## src/hdl/qrs_pkg.sv

```systemverilog
// ----------------------------------------------------------------------------
// Quadratic root solver package
// Shared types and result codes for the root solver and its cells.
// ----------------------------------------------------------------------------
package qrs_pkg;

   // Result kinds.
   localparam logic [1:0] KIND_NONE = 2'd0;
   localparam logic [1:0] KIND_ONE  = 2'd1;
   localparam logic [1:0] KIND_TWO  = 2'd2;
   localparam logic [1:0] KIND_INF  = 2'd3;

   // Register indexes of the configuration port.
   localparam logic CSR_COEF_TOL = 1'b0;
   localparam logic CSR_DISC_TOL = 1'b1;

   // Per-item control that travels with an item down the chains.
   typedef struct packed {
      logic              valid;
      logic [1:0]        kind;
      logic              use_s;
      logic signed [33:0] num;
      logic signed [33:0] den;
   } qrs_ctx_type;

   // Square root partial state: remainder d - s*s and the root so far.
   typedef struct packed {
      logic [65:0] rem;
      logic [32:0] root;
   } qrs_sq_type;

endpackage

```

## src/hdl/qrs_sqrt_cell.sv

```systemverilog
// ----------------------------------------------------------------------------
// Square root cell
// Decides one bit of the integer square root and hands the item on.
// ----------------------------------------------------------------------------
module qrs_sqrt_cell
   import qrs_pkg::*;
#(
   parameter int BIT = 0
) (
   input  logic        clock,
   input  logic        reset,
   input  logic        adv,
   input  qrs_ctx_type prev_ctx,
   input  qrs_sq_type  prev_sq,
   output qrs_ctx_type ctx,
   output qrs_sq_type  sq
);

   qrs_ctx_type ctx_ff;
   qrs_sq_type  sq_ff;
   qrs_sq_type  sq_in;
   logic [65:0] trial;

   // (s + 2^BIT)^2 - s^2, with the low bits of s still zero.
   always_comb begin
      trial = (66'(prev_sq.root) << (BIT + 1)) | (66'(1) << (2 * BIT));
      sq_in = prev_sq;
      if (prev_sq.rem >= trial) begin
         sq_in.rem  = prev_sq.rem - trial;
         sq_in.root = prev_sq.root | (33'(1) << BIT);
      end
   end

   always_ff @(posedge clock) begin
      if (reset) begin
         ctx_ff <= '0;
         sq_ff  <= '0;
      end else if (adv) begin
         ctx_ff <= prev_ctx;
         sq_ff  <= sq_in;
      end
   end

   assign ctx = ctx_ff;
   assign sq  = sq_ff;

endmodule

```

## config.mk

```make
export PLATFORM = sky130hd
export DESIGN_NAME = qrs_sqrt_cell
export DESIGN_NICKNAME = d
export VERILOG_FILES = /design/src/hdl/qrs_pkg.sv /design/src/hdl/qrs_sqrt_cell.sv
export SDC_FILE = /design/constraint.sdc
export NUM_CORES = 1
export LEC_CHECK = 0
export ABC_AREA = 1
export BUFFER_PORTS_ARGS = -buffer_cell sky130_fd_sc_hd__buf_2
export CAP_MARGIN = 10
export CORE_MARGIN = 2
export CORE_UTILIZATION = 45
export CTS_CLUSTER_SIZE = 20
export DETAILED_ROUTE_END_ITERATION = 10
export GPL_TIMING_DRIVEN = 0
export PLACE_DENSITY = 0.81
export SLEW_MARGIN = 10
export SYNTH_ARGS = -nofsm -noshare
export SYNTH_HDL_FRONTEND = slang
export SYNTH_SLANG_ARGS = --single-unit
```

## constraint.sdc

```tcl
create_clock -name clock -period 1.9 [get_ports clock]
set_input_delay 0.095 -clock clock [delete_from_list [all_inputs] [get_ports clock]]
set_output_delay 0.095 -clock clock [all_outputs]
set_load 0.05 [all_outputs]
```

==> impl_results.md <==
- Status: finished with violations
- Violated checks: hold timing
- Flop2flop setup slack: 970 ps
- Drt first-iter violations: 1385
- Min cycle time layout: about 1800 ps
- Synthesized Nets: about 2000
- Drt total wl: 46500 um
- Clock sinks: 171
- Fmax: around 540 MHz
- Critical setup path kind: in2reg
- Lkg Pwr: 0.00767 uW
- First-pass GRT wire length: ~68000 um
- DRC: 0
- Post-Route Utilization: about two thirds
- Unrepaired setup endpoints after global routing: yes
- Synth warnings: 0
- Total CTS buffers: 17
- Area after DPL: between 0.01 and 0.015 mm^2
- Share of layout cells above drive strength 1: 22.9%
- Via count: about 14000
- Critical path required time: approximately 2200 ps
- Total of max-cap violations: 0
- Cell Pwr Density: 755 mW/mm^2
- CORE AREA: 0.0233 mm^2
- Slew margin rel.: between 40% and 50%
- Total gr overflow: 0
- Die W: 158 um
- Clk_skew: 0 ps
- H-tree Lvls: 4
- Die Area: 0.0249 mm^2
- Pre-antenna DRT Iters: 8
- Clock Latency Late Sink: 450 ps
- Post-DP HPWL: ~35000 um
- Setup TNS: 0 ps
- CP endpoint kind: flip-flop
- Hold Worst Slack: -30.4 ps
- Fillers: roughly 2100
- Crit path launch type: primary input
- Setup-failing EPs final: 0
- CTS tree: done
- Port Buffers: ~340
- Crit-path max cell delay: 370 ps
- Register area share after synthesis: 32.2%
- Root buf cell: clkbuf_16
- Cell chain of the critical path: buf_2, inv_1, ha_1, nand2_2, inv_1, nand2_1, nand3_1, nand2_1, nand2_1, inv_1, nand2_2, nand2_4, nand3_4, buf_6, buf_8, nand3_2, nand3_1, a21oi_2
- Final std cell area, no fill: 0.0151 mm^2
- Register bit total from synthesis: between 150 and 200
- Chip height: 158 um
- Synth cell types: 36
- Final hold vios: 4
- Area delta synth->final: 42.5%
- Nets: between 2000 and 2500
- Initial antenna violation count: 0
- WL per Instance: 18.0 um
- Starting density of the core: 45.5%
- Vias/cell: 5.31
- Maximum vdd ir drop: 0.476 mV
- Slowest CP cell: ha_1
- Final ANT Viol Nets: 0
- Number of global-route vias before repair: 12700
- Gpl congestion: 0.992
- Worst Path Arrival: 2160 ps
- Total global-route track usage: 35.7%
- Class of the worst hold path: in2reg
- Rows: 56
- Largest net degree at the start of global routing: 22
- Crit Path Max Fanout: 10
- Final Max Slew Viols: 0
- Syn Inst Count: between 1500 and 2000
- Io pins: 345
- Clk slew on worst S/H paths: about 80 ps
- Power Total: 11400 uW
- Final Cycle Share: 96.6%
- Clock Tree Buf Depth: 2
- Worst slew pin tran: 837 ps
- Syn Area/Cell: 6.04 um^2
- Post-synthesis cell area: 0.0106 mm^2
kinds of logic after synthesis:
family	after synthesis	synth area share [%]
flops	171	32.2
simple gates	912	35.7
buf+inv	314	11.6
compound gates	308	14.8
xor+xnor	18	1.48
fa+ha+maj	35	4.19
layer usage:
| metal | GRT usage, % | wire length, um | vias up | share of wire (%) |
|---|---|---|---|---|
| met3 | 6.19 | 4120 | 139 | 8.9 |
| li1 | - | - | 6529 | - |
| met1 | 46.8 | 19400 | 6261 | 42 |
| met2 | 57.8 | 21200 | 750 | 46 |
| met4 | 14.7 | 1660 | 0 | 3.6 |
| met5 | 0 | 0 | - | 0 |
layout by cell type (no fill, tap or decap), types with 3 or more instances in the layout:
cell | netlist | final
nand2_1 | 444 | 414
buf_2 | 4 | 345
nor2_1 | 270 | 258
inv_1 | 233 | 230
dfxtp_1 | 171 | 171
a21oi_1 | 151 | 145
o21ai_0 | 147 | 143
dlygate4sd3_1 | 0 | 116
nand3_1 | 105 | 99
clkbuf_1 | 50 | 49
nand2_2 | 5 | 33
nand4_1 | 25 | 25
ha_4 | 0 | 23
nor2_2 | 13 | 19
nor3_1 | 18 | 17
clkbuf_16 | 0 | 17
xnor2_1 | 16 | 16
inv_2 | 13 | 15
or2_0 | 15 | 15
nand3b_1 | 10 | 10
buf_4 | 3 | 8
ha_1 | 34 | 8
nand3_2 | 2 | 7
nor2_4 | 0 | 6
buf_1 | 5 | 5
clkinv_8 | 0 | 5
o21ai_1 | 1 | 4
a21oi_2 | 0 | 4
buf_6 | 5 | 4
inv_12 | 0 | 4
a21oi_4 | 1 | 3
ha_2 | 0 | 3
inv_8 | 0 | 3
path summary, 6_finish.rpt:
check,endpoint,cells past startpoint,from
max,sq[57],18,prev_sq[11]
min,sq[68],3,prev_sq[68]
max reg2reg,ctx[38],2,ctx[38]
min reg2reg,sq[45],2,sq[45]
flip-flops by register name, summed over array words and instances (netlist names):
register,count
sq,99
ctx,72
where the power goes:
part           switching, uW  internal (uW)
logic                   2570           1130
clock network           1900           1830
registers                136           3850
total                   4610           6810
stage by stage:
| stage | instances | setup WS (ps) |
|---|---|---|
| after floorplan | 1758 | 75.5 |
| after global routing | 2572 | -26.2 |
| after detailed placement | 2420 | -737 |
| after CTS | 2567 | 6.47 |
| after global placement | 2420 | -728 |
| final | 2574 | 64.4 |
worst max-delay path: cells and delay by family:
kind            cells  cell delay [ps]
buf+inv             6              560
fa+ha+maj           1              370
simple gates       10             1040
compound gates      1               60
cell type report:
type / instances / area (um^2) / area share, %
clock buffers: 17 / 425 / 2.81
flip-flops and latches: 171 / 3420 / 22.6
repair buffers: 463 / 2910 / 19.2
multi-input cells: 1273 / 6510 / 43.0
plain buffers: 67 / 323 / 2.13
diodes: 2 / 5.00 / 0.0331
clock inverters: 15 / 206 / 1.36
well taps: 319 / 399 / 2.64
inverters: 247 / 930 / 6.14
Yosys cell counts, drive strengths merged:
cell type  count  area (um^2)
xnor2         16          140
dfxtp        171         3420
xor2           2         17.5
nand2        449         1700
o21bai         3         26.3
o211ai         2         15.0
o21ai        148          741
or2           16          100
nand4         25          156
nor4           1         6.26
nand3b        10         75.1
fa             1         20.0
a21oi        152          772
and3           2         12.5
buf           17          118
o221ai         1         8.76
nand3        107          546
nor3          19          100
a31oi          2         12.5
clkinv         1         3.75
nor2         283         1090
clkbuf        50          188
ha            34          425
inv          246          923
repair_timing:
item	in CTS	in global routing
buffers inserted	1	3
resized for setup	30	92
endpoints found under the setup margin	58	66
pin swaps	1	7
hold buffers	114	2
endpoints found under the hold margin	116	2
Power figures use the tool's default switching activity.
