**src/hdl/qrs_pkg.sv**
```systemverilog
// ----------------------------------------------------------------------------
// Quadratic root solver package
// Shared types and result codes for the root solver and its cells.
// ----------------------------------------------------------------------------
package qrs_pkg;

   // Result kinds.
   localparam logic [1:0] KIND_NONE = 2'd0;
   localparam logic [1:0] KIND_ONE  = 2'd1;
   localparam logic [1:0] KIND_TWO  = 2'd2;
   localparam logic [1:0] KIND_INF  = 2'd3;

   // Register indexes of the configuration port.
   localparam logic CSR_COEF_TOL = 1'b0;
   localparam logic CSR_DISC_TOL = 1'b1;

   // Per-item control that travels with an item down the chains.
   typedef struct packed {
      logic              valid;
      logic [1:0]        kind;
      logic              use_s;
      logic signed [33:0] num;
      logic signed [33:0] den;
   } qrs_ctx_type;

   // Square root partial state: remainder d - s*s and the root so far.
   typedef struct packed {
      logic [65:0] rem;
      logic [32:0] root;
   } qrs_sq_type;

endpackage

```
**src/hdl/qrs_div_cell.sv**
```systemverilog
// ----------------------------------------------------------------------------
// Divider cell
// One restoring division step that decides one quotient bit.
// ----------------------------------------------------------------------------
module qrs_div_cell
   import qrs_pkg::*;
#(
   parameter int REM_W = 66,
   parameter int BIT   = 0
) (
   input  logic             clock,
   input  logic             reset,
   input  logic             adv,
   input  logic [REM_W-1:0] prev_rem,
   input  logic [32:0]      prev_den,
   input  logic [31:0]      prev_q,
   input  logic             prev_neg,
   input  logic             prev_big,
   output logic [REM_W-1:0] rem,
   output logic [32:0]      den,
   output logic [31:0]      q,
   output logic             neg,
   output logic             big
);

   logic [REM_W-1:0] rem_ff, rem_in, trial;
   logic [32:0]      den_ff;
   logic [31:0]      q_ff, q_in;
   logic             neg_ff, big_ff;

   // Subtract the shifted divisor when it fits.
   always_comb begin
      trial  = REM_W'(prev_den) << BIT;
      rem_in = prev_rem;
      q_in   = prev_q;
      if (prev_rem >= trial) begin
         rem_in = prev_rem - trial;
         q_in   = prev_q | (32'(1) << BIT);
      end
   end

   always_ff @(posedge clock) begin
      if (reset) begin
         rem_ff <= '0;
         den_ff <= '0;
         q_ff   <= '0;
         neg_ff <= 1'b0;
         big_ff <= 1'b0;
      end else if (adv) begin
         rem_ff <= rem_in;
         den_ff <= prev_den;
         q_ff   <= q_in;
         neg_ff <= prev_neg;
         big_ff <= prev_big;
      end
   end

   assign rem = rem_ff;
   assign den = den_ff;
   assign q   = q_ff;
   assign neg = neg_ff;
   assign big = big_ff;

endmodule

```
**config.mk**
```make
export PLATFORM = sky130hd
export DESIGN_NAME = qrs_div_cell
export DESIGN_NICKNAME = d
export VERILOG_FILES = /design/src/hdl/qrs_pkg.sv /design/src/hdl/qrs_div_cell.sv
export SDC_FILE = /design/constraint.sdc
export NUM_CORES = 1
export LEC_CHECK = 0
export ABC_AREA = 1
export BUFFER_PORTS_ARGS = -buffer_cell sky130_fd_sc_hd__clkbuf_2
export CAP_MARGIN = 20
export CELL_PAD_IN_SITES_DETAIL_PLACEMENT = 1
export CELL_PAD_IN_SITES_GLOBAL_PLACEMENT = 1
export CORE_MARGIN = 2
export CORE_UTILIZATION = 32
export CTS_CLUSTER_DIAMETER = 100
export CTS_CLUSTER_SIZE = 12
export DETAILED_ROUTE_END_ITERATION = 6
export PLACE_DENSITY_LB_ADDON = 0.05
export SKIP_CTS_REPAIR_TIMING = 1
export SYNTH_ARGS = -nofsm -noshare
export SYNTH_HDL_FRONTEND = slang
export SYNTH_SLANG_ARGS = --single-unit
```
**constraint.sdc**
```tcl
create_clock -name clock -period 2.23 [get_ports clock]
set_clock_uncertainty 0.15 [all_clocks]
set_input_delay 0.446 -clock clock [delete_from_list [all_inputs] [get_ports clock]]
set_output_delay 0.446 -clock clock [all_outputs]
set_load 0.02 [all_outputs]
```
==> impl_results.md <==
* Synth Register Bits at 133
* CP Launch Type: input pin
* Global placer's final weighted congestion at 0.915
* Routed via count at 12359
* Area of the multi-input gates at 6410 um2
* H-tree depth at 4
* HP Class: input pin to flop
* Peak VDD IR at 0.000437 V
* Total power at 8430 uW
* Placed cell areas at 13800 um2
* Post-DR vias/cell at 4.78
* # diodes at 0
* Crit-path cells: clkbuf_2 > inv_1 > ha_4 > nand2_1 > inv_1 > nand2_1 > nor3_1 > nand2_1 > nand2_4 > nand2_1 > nand2_2 > nand2_1 > nand2_1 > nand2_1 > nand2_1 > nand2_1 > a21oi_1
* Skew-Pair Late Insertion Delay at 0.44 ns
* WP buf/inv at 3
* RSZ-0062 raised after global routing: true
* Most common cell on crit path: nand2_1
* Clk buf depth at 2
* Pre-Repair DR Iteration Count at 5
* Fin Hold WS at 0.0804 ns
* Delay-heaviest family, CP: simple AND/OR/NAND/NOR gates
* Cell row count at 63
* Ports at 269
* Pwr per Cell Area at 567 nW/um2
* GRT Util Overall at 27.7%
* Commonest non-fill, non-tap cell in the layout: nand2_1
* Worst-path fanout max at 4
* Grt ovf at 0
* Syn Area/Cell at 5.72 um2
* Critical Path Sink Type: flop
* Core footprint at 29500 um2
* Initial antenna violation count at 0
* Post-Layout Inst Area at 14900 um2
* Pin count of the biggest net entering global routing at 93
* Mapped Cells at 1671
* CP max stage cell: ha_4
* Final hold vios at 0
* WL per Instance at 17.2 um
* Post-route antenna net violation count at 0
* Syn-to-layout area delta at 55.6%
* Cells after DPL at 2544
* DRC Markers at 0
* Sequential Power Share at 31.5%
* Synthesized Nets at 1841
* Net switching power at 3120 uW
* Max_slew headroom at 63.5%
* Unique masters post-synth at 32
* Setup violators final at 0
* Critical Path RT at 2.46 ns
* Starting DRC count in detailed routing at 605
* FF/Latch Area at 2660 um2
* Sw frac at 37.0%
* Most frequent cells in the layout: nand2_1 (479), buf_4 (269), clkbuf_2 (266), inv_1 (232), nor2_1 (174)
* CP Class: input pin to flop
* Die area at 31300 um2
* Worst slew pin tran at 0.542 ns
* Gate power share at 32.7%
* Slew Limit Fails at 0
* Fraction of layout cells with a size suffix above 1 at 35.6%
* Synthesized area at 9550 um2
* Clock power share at 35.8%
* Fill cell count at 4078
* Reg2Reg Setup Slack at 1.37 ns
* Int Power at 5310 uW
* Status: complete, no violations
* First-pass GRT wire length at 67200 um
* Initial Util at 32.4%
* Worst EP arrival at 2.41 ns
* Clk sinks at 133
* Post-detail-place hpwl at 35500 um
* Clock-pin slew on the worst setup and hold paths at 0.07 ns
* Number of port buffers at 268
* Max-cap viol count at 0
* Die width at 177 um
* CTS tree: yes
* Max incr delay on CP at 0.29 ns
* Max frequency at 459 MHz
* Post-synthesis sequential area ratio at 27.9%
* YS warnings at 0
* Pleak at 0.00800 uW
* Die H at 177 um
* Total CTS buffers at 17
* Final period util at 97.7%
* Nets@finish at 2350
* DRT Wirelength at 44500 um
* Root Buffer: clkbuf_16
* Final Instance Count excl. Fillers at 2583
* Number of global-route vias before repair at 12505
* Final min period at 2.18 ns
-- layout make-up --
cell class,count,share of cell area [%]
clock buffers,17,2.86
inverters,278,7.14
clock inverters,15,1.24
well taps,390,3.28
multi-input cells,1199,43.1
flip-flops and latches,133,17.9
repair buffers,551,24.5
-- per-layer routing --
layer / wire length, um / up-vias / global-route usage [%]
li1: - / 6229 / -
met1: 20600 / 5832 / 36.4
met2: 21600 / 275 / 48.2
met3: 1800 / 23 / 3.72
met4: 479 / 0 / 6.13
met5: 0 / - / 0
-- per-stage QoR --
| step | utilization [%] | setup TNS (ns) | setup slack, ns |
|---|---|---|---|
| finish | 50.4 | 0 | 0.0514 |
| CTS | 49.0 | -1.12 | -0.147 |
| global placement | 46.9 | -28.35 | -0.578 |
| floorplan | - | -0.0546 | -0.00744 |
| global route | 50.4 | -0.973 | -0.135 |
| detailed placement | 46.9 | -29.91 | -0.618 |
-- path summary, 6_finish.rpt --
path / from / end / cells after the start
max: prev_den[10] / rem[53] / 17
min: prev_q[17] / q[17] / 3
max reg2reg: rem[59] / rem[59] / 4
min reg2reg: rem[7] / rem[7] / 2
-- synthesized netlist by cell type --
library cell	n	area share, %
nand2_1	540	21
nand3_1	104	5.4
nor4_1	4	0.26
dfxtp_1	133	28
xor2_1	2	0.18
nor2b_1	2	0.13
buf_1	7	0.28
nand4_1	39	2.6
o21bai_1	2	0.16
fa_1	1	0.21
buf_2	6	0.31
inv_2	20	0.79
clkinv_1	1	0.039
nor2_2	3	0.20
a21oi_1	127	6.7
nand2_2	3	0.20
nand4_4	1	0.22
nor2_4	3	0.35
nor3_1	11	0.58
nor3b_1	2	0.16
and2_1	3	0.20
o21ai_0	94	4.9
xnor2_1	15	1.4
buf_6	5	0.59
nor2_8	1	0.21
nor2_1	195	7.7
inv_1	257	10
and3_1	1	0.066
nand3b_1	11	0.86
ha_1	33	4.3
nand3_2	2	0.21
clkbuf_1	43	1.7
-- worst min-delay path: cells and delay by family --
family | cells | cell delay [ns]
buffers and inverters | 1 | 0.07
AND/OR/NAND/NOR | 2 | 0.11
-- registers in the layout, indices dropped and copies added (netlist names) --
register	cells
big	1
den	33
neg	1
q	32
rem	66
-- power by group through the flow --
stage / registers (uW) / clock network (uW) / logic, uW
after floorplan: 2920 / 0 / 1170
after global placement: 2700 / 0 / 2580
after detailed placement: 2710 / 0 / 2630
after CTS: 2660 / 3070 / 2650
after global routing: 2680 / 3170 / 3000
final: 2660 / 3020 / 2760
-- cell families after synthesis --
group	synth area share, %
AND/OR/NAND/NOR	40.5
buffers and inverters	13.8
AO/OA/AOI/OAI	11.7
flip-flops	27.9
adder cells (fa/ha/maj)	4.53
XOR/XNOR	1.56
Power figures use the tool's default switching activity.
